File: config.mk
export PLATFORM = sky130hd
export DESIGN_NAME = iapw_cfg
export DESIGN_NICKNAME = d
export VERILOG_FILES = /design/src/hw/rtl/iapw_pkg.sv /design/src/hw/rtl/iapw_cfg.sv
export SDC_FILE = /design/constraint.sdc
export NUM_CORES = 1
export LEC_CHECK = 0
export ABC_AREA = 1
export BUFFER_PORTS_ARGS = -buffer_cell sky130_fd_sc_hd__buf_2
export CAP_MARGIN = 5
export CORE_MARGIN = 5
export CORE_UTILIZATION = 40
export CTS_CLUSTER_DIAMETER = 100
export DETAILED_ROUTE_END_ITERATION = 10
export PLACE_DENSITY = 0.73
export REMOVE_ABC_BUFFERS = 1
export SLEW_MARGIN = 20
export SYNTH_ARGS = -nofsm -noshare
export SYNTH_HDL_FRONTEND = slang
export SYNTH_SLANG_ARGS = --single-unit
File: constraint.sdc
create_clock -name clk -period 3.5 [get_ports clk]
set_input_delay 0.525 -clock clk [delete_from_list [all_inputs] [get_ports clk]]
set_output_delay 0.525 -clock clk [all_outputs]
set_load 0.05 [all_outputs]
File: src/hw/rtl/iapw_pkg.sv
`default_nettype none

package iapw_pkg;

    localparam int MAX_SOURCE_SIDE = 64;
    localparam int OUT_COORD_BITS  = 10;

    localparam int FRAC_BITS = 16;
    localparam int COEF_W    = 32;
    localparam int CHAN_W    = 8;
    localparam int RGB_W     = 3 * CHAN_W;
    localparam int SIDE_W    = $clog2(MAX_SOURCE_SIDE);
    localparam int SIZE_W    = $clog2(MAX_SOURCE_SIDE + 1);
    localparam int ADDR_W    = 2 * SIDE_W;
    localparam int MEM_DEPTH = MAX_SOURCE_SIDE * MAX_SOURCE_SIDE;
    localparam int LIMIT_W   = SIZE_W + FRAC_BITS;

    // coefficient (signed) times coordinate (zero extended)
    localparam int PROD_W = COEF_W + OUT_COORD_BITS + 1;
    localparam int SUM_W  = PROD_W + 2;

    localparam int CFG_IDX_W  = 3;
    localparam int CFG_DATA_W = COEF_W;

    // input word layout, lowest bits first
    localparam int IN_COL_LSB   = 0;
    localparam int IN_ROW_LSB   = IN_COL_LSB + SIDE_W;
    localparam int IN_RED_LSB   = IN_ROW_LSB + SIDE_W;
    localparam int IN_GREEN_LSB = IN_RED_LSB + CHAN_W;
    localparam int IN_BLUE_LSB  = IN_GREEN_LSB + CHAN_W;
    localparam int IN_OCOL_LSB  = IN_BLUE_LSB + CHAN_W;
    localparam int IN_OROW_LSB  = IN_OCOL_LSB + OUT_COORD_BITS;
    localparam int IN_BITS      = IN_OROW_LSB + OUT_COORD_BITS;
    localparam int S_TDATA_W    = ((IN_BITS + 7) / 8) * 8;
    localparam int M_TDATA_W    = ((RGB_W + 7) / 8) * 8;

    typedef enum logic [0:0] {
        CMD_LOAD = 1'b0,
        CMD_MAP  = 1'b1
    } cmd_t;

    typedef enum logic [CFG_IDX_W-1:0] {
        REG_COEF_XX  = 3'd0,
        REG_COEF_XY  = 3'd1,
        REG_OFFSET_X = 3'd2,
        REG_COEF_YX  = 3'd3,
        REG_COEF_YY  = 3'd4,
        REG_OFFSET_Y = 3'd5,
        REG_SIZE     = 3'd6,
        REG_BG       = 3'd7
    } reg_idx_t;

    localparam logic [SIZE_W-1:0] SIZE_RESET = SIZE_W'(33);
    localparam logic [CHAN_W-1:0] BG_RESET   = CHAN_W'(50);
    localparam logic signed [COEF_W-1:0] COEF_ONE = COEF_W'(1 << FRAC_BITS);

    typedef struct packed {
        logic signed [COEF_W-1:0] coef_xx;
        logic signed [COEF_W-1:0] coef_xy;
        logic signed [COEF_W-1:0] offset_x;
        logic signed [COEF_W-1:0] coef_yx;
        logic signed [COEF_W-1:0] coef_yy;
        logic signed [COEF_W-1:0] offset_y;
        logic [LIMIT_W-1:0]       limit;     // (side - 1) in unsigned Q7.16
        logic [CHAN_W-1:0]        bg_level;
    } cfg_t;

endpackage

`default_nettype wire

File: src/hw/rtl/iapw_cfg.sv
`default_nettype none

module iapw_cfg
    import iapw_pkg::*;
(
    input  wire logic                  clk,
    input  wire logic                  rst_n,
    input  wire logic                  cfg_we,
    input  wire logic [CFG_IDX_W-1:0]  cfg_index,
    input  wire logic [CFG_DATA_W-1:0] cfg_data,
    output cfg_t                       cfg
);

    logic signed [COEF_W-1:0] coef_xx_reg, coef_xy_reg, offset_x_reg;
    logic signed [COEF_W-1:0] coef_yx_reg, coef_yy_reg, offset_y_reg;
    logic [SIZE_W-1:0]        size_reg;
    logic [CHAN_W-1:0]        bg_reg;
    logic [SIZE_W-1:0]        side_eff;
    logic [SIZE_W-1:0]        side_m1;

    always_ff @(posedge clk or negedge rst_n)
    begin
        if (!rst_n)
        begin
            coef_xx_reg  <= COEF_ONE;
            coef_xy_reg  <= '0;
            offset_x_reg <= '0;
            coef_yx_reg  <= '0;
            coef_yy_reg  <= COEF_ONE;
            offset_y_reg <= '0;
            size_reg     <= SIZE_RESET;
            bg_reg       <= BG_RESET;
        end
        else if (cfg_we)
        begin
            unique case (reg_idx_t'(cfg_index))
                REG_COEF_XX:  coef_xx_reg  <= cfg_data;
                REG_COEF_XY:  coef_xy_reg  <= cfg_data;
                REG_OFFSET_X: offset_x_reg <= cfg_data;
                REG_COEF_YX:  coef_yx_reg  <= cfg_data;
                REG_COEF_YY:  coef_yy_reg  <= cfg_data;
                REG_OFFSET_Y: offset_y_reg <= cfg_data;
                REG_SIZE:     size_reg     <= cfg_data[SIZE_W-1:0];
                REG_BG:       bg_reg       <= cfg_data[CHAN_W-1:0];
                default:      ;
            endcase
        end
    end

    // side clamped to 1 .. MAX_SOURCE_SIDE
    always_comb
    begin
        if (size_reg == '0)
            side_eff = SIZE_W'(1);
        else if (size_reg > SIZE_W'(MAX_SOURCE_SIDE))
            side_eff = SIZE_W'(MAX_SOURCE_SIDE);
        else
            side_eff = size_reg;
        side_m1 = side_eff - SIZE_W'(1);
    end

    assign cfg.coef_xx  = coef_xx_reg;
    assign cfg.coef_xy  = coef_xy_reg;
    assign cfg.offset_x = offset_x_reg;
    assign cfg.coef_yx  = coef_yx_reg;
    assign cfg.coef_yy  = coef_yy_reg;
    assign cfg.offset_y = offset_y_reg;
    assign cfg.limit    = {side_m1, {FRAC_BITS{1'b0}}};
    assign cfg.bg_level = bg_reg;

endmodule

`default_nettype wire

Yosys cells after proc, flatten, opt, wreduce, memory -nomap -nowiden:

Index checks and enable logic that the tools add are counted.

* flip-flop bits (word level): 207
* input port bits: 38
* logic and storage cells: 29
* output and inout bits: 223

* mux-type cells: 2
* equal/unequal tests: 7
* order comparisons: 1
* reductions and logical operators: 10
* $add $sub $neg: 1

Operators with widths (number)
* AND reduction 2 bit: 8
* two-way mux 7 bit: 2
* == test 3 bit (second input constant): 4
* > comparator 7 bit (second input constant): 1
* logical NOT 7 bit: 1
* subtractor 7 x 1 -> 7 bit (second input constant): 1
* == test 3 x 2 -> 1 bit (second input constant): 2
* == test 3 x 1 -> 1 bit (second input constant): 1
* logical NOT 3 bit: 1

Longest topological paths before layout:

* word-level depth: 4
* mapped depth: 11
* gate-level depth less buffers: 11

Worst setup path after synthesis:

No wires, ideal clock.

* path kind: register to output
* start point: register size_reg[5]
* end point: output port cfg[28] in the netlist's numbering
* data required time: 2.975 ns
* stages on the path, launching flop included: 10
* buffers on the path: 0
* slack: 0.596 ns
* data arrival time: 2.379 ns
* cell sequence: dfstp_2 > nor2_1 > nand3_1 > nand2_1 > nand2_1 > nand2_1 > inv_1 > ha_1 > nand3_1 > xor2_1

RTL lines
* start, declared: RTL line iapw_cfg.sv:16 `logic [SIZE_W-1:0] size_reg;`
* start signal, assigned: RTL line iapw_cfg.sv:43 `REG_SIZE: size_reg <= cfg_data[SIZE_W-1:0];`
* end, declared: RTL line iapw_cfg.sv:11 `output cfg_t cfg`

==> impl_metrics.csv <==
group,metric,value,unit
setup_path,r2r_slack,2.70,ns
cts,cts_hold_buf,0,
layout,final_area,9850,sq um
grt,grt_pass1_vias,5978,
setup_path,startpoint_type,"flop",
timing,hold_viol_final,0,
routing,viasPerCell,4.77,
timing,skew,0,ns
routing,ant_nets,0,
layout,area_growth,27.6,%
die,die_x,149,um
timing,final.setup.tns,0,ns
setup_path,r2r-end,"coef_xx_reg[16]",
die,fp.dieH,149,um
timing,setup_viol,0,
logic_synthesis,syn_avg_cell_area,10.2,sq um
layout,diodes,0,
setup_path,r2r-start,"coef_xx_reg[16]",
min_path,hp-class,"input port to async pin",
timing,rsz0062_at_grt,"no",
setup_path,cp_max_fo,5,
routing,routed-via-count,6051,
grt,grt_antenna_before_repair,0,
setup_path,critical_path_arrival,2.37,ns
placement,port_buffers,244,
logic_synthesis,synth_cell_types,27,
cts,cts_setup_buffers,0,
die,initial_core_util,41.0,%
logic_synthesis,yosys-top-cells-area,"dfrtp_1 (65%), o21ai_0 (12%), nand2_1 (10%), dfstp_2 (2.4%), inv_1 (1.8%)",
layout,fillCellCount,1691,
placement,dp_hpwl,13700,um
setup_path,reg2reg_depth,2,
placement,placed_area,9090,sq um
timing,fin_crit_sh,82.8,%
cts,cts_buffer_depth,3,
logic_synthesis,synth_cells,759,
logic_synthesis,syn_area,7720,sq um
cts,clk_latency,0.48,ns
pwr,p_per_area,849,nW/um^2
grt,grt_usage,17.9,%
timing,worst-slew-pin-transition,0.746,ns
die,core_area,18800,sq um
timing,worst_slack,0.602,ns
grt,grt_pass1_wl,32500,um
die,die_area,22200,sq um
logic_synthesis,yosys.area.top_type,"dfrtp_1",
layout,fin_nets,1033,
cts,clk_pin_slew,0.06,ns
timing,maxSlewViolCount,0,
cts,cts.repair.resized,0,
outcome,status,"completed",
cts,numClockSinks,207,
timing,relSlewSlack,50.3,%
routing,first_pass_iters,5,
die,rows,50,
run,maxCapViolCount,0,
routing,drt_wl_total,20600,um
logic_synthesis,synth.yosys.seq_area_share,67.2,%
pwr,vdd_ir_drop_max,0.508,mV
routing,route.detailed.drc,0,
logic_synthesis,synth_top_area_share,64.8,%
cts,htreeDepth,1,
placement,dp_worst_setup_slack,1.10,ns
setup_path,endpoint_kind,"output pin",
cts,cts_tree,"yes",
placement,place.gp.congestion,0.833,
logic_synthesis,yosys_warnings,0,
timing,min_period,2.90,ns
routing,drtIter0Drc,224,
setup_path,startpoint,"size_reg[0]",
die,num_io_pins,261,
cts,root_buffer,"clkbuf_16",
cts,numCtsBuffers,22,
routing,wire_per_inst,16.3,um
grt,grt.overflow.total,0,
pwr,p_leak,5.28,nW
setup_path,cp.required,2.97,ns
logic_synthesis,synth_seq_cells,207,
grt,grt_start_max_net_pins,95,
setup_path,critical_path_class,"flop to output pin",
layout,drive_above_1_share,30.3,%
timing,fmaxAchievable,345,MHz
## layout by cell type (no fill, tap or decap), drive strengths merged
| cell | instances |
|---|---|
| buf | 249 |
| nand2 | 220 |
| o21ai | 202 |
| dfrtp | 200 |
| inv | 41 |
| clkbuf | 35 |
| conb | 16 |
| nor2 | 15 |
| a21oi | 8 |
| dfstp | 7 |
| nand3 | 5 |
| bufinv | 2 |
| clkinv | 2 |
| nor3 | 2 |
| xnor2 | 1 |
| o21bai | 1 |
| xor2 | 1 |
| ha | 1 |
## layout make-up
cell class | instances | area [sq um] | area share (%)
well taps | 260 | 325 | 3.30
inverters | 41 | 154 | 1.56
multi-input cells | 472 | 2140 | 21.8
repair buffers | 250 | 1290 | 13.1
flip-flops and latches | 207 | 5190 | 52.7
clock buffers | 34 | 677 | 6.87
clock inverters | 4 | 70.1 | 0.712
## worst max-delay path by stage
stage | end | cells after the start
final | cfg[28] | 10
after CTS | cfg[28] | 10
after global placement | cfg[28] | 10
after floorplan | cfg[28] | 9
after global routing | cfg[28] | 10
after detailed placement | cfg[28] | 10
## cell usage after synthesis (all sizes together)
cell	number
ha	1
nand2	220
a21oi	8
conb	1
o21ai	202
clkbuf	19
nor2	15
buf	35
nor3	2
inv	41
nand3	5
o21bai	1
xor2	1
xnor2	1
dfrtp	200
dfstp	7
## metal layers
layer | share of wire (%) | track usage, %
met1 | 43 | 24.1
met5 | 0 | 0
met3 | 8.7 | 5.07
met2 | 47 | 28.6
met4 | 1.7 | 4.85
## power breakdown
part           internal [mW]  switching [mW]
combinational          0.553            2.32
sequential              2.86           0.262
clock                   1.47           0.895
total                   4.88            3.48
## through the flow
| step | instances | total power [mW] | hold WS [ns] | utilization, % |
|---|---|---|---|---|
| after floorplan | 720 | 5.27 | 0.229 | - |
| after global placement | 1230 | 6.00 | 0.460 | 48.3 |
| after detailed placement | 1230 | 6.05 | 0.467 | 48.3 |
| after CTS | 1268 | 8.44 | 0.121 | 52.2 |
| after global routing | 1268 | 8.75 | 0.143 | 52.3 |
| final | 1268 | 8.36 | 0.101 | 52.3 |
## worst max-delay path: stages, from the launching register on
cell and delay (ns):
dfstp_2 0.55, nor2_1 0.06, nand3_1 0.08, nand2_1 0.12, nand2_1 0.09, nand2_1 0.06, inv_1 0.11, ha_1 0.20
nand3_1 0.13, xor2_1 0.21, buf_2 0.29
## cell families (layout without fill, tap and decap cells)
family          Yosys count  count (layout)  share of synthesized area [%]
compound gates          211             211                           13.8
fa+ha+maj                 1               1                          0.162
other cells               1              16                         0.0486
buf+inv                  95             329                           5.87
flops                   207             207                           67.2
xor+xnor                  2               2                          0.227
simple gates            242             242                           12.7
No activity file was read; power rests on OpenSTA's default activity.
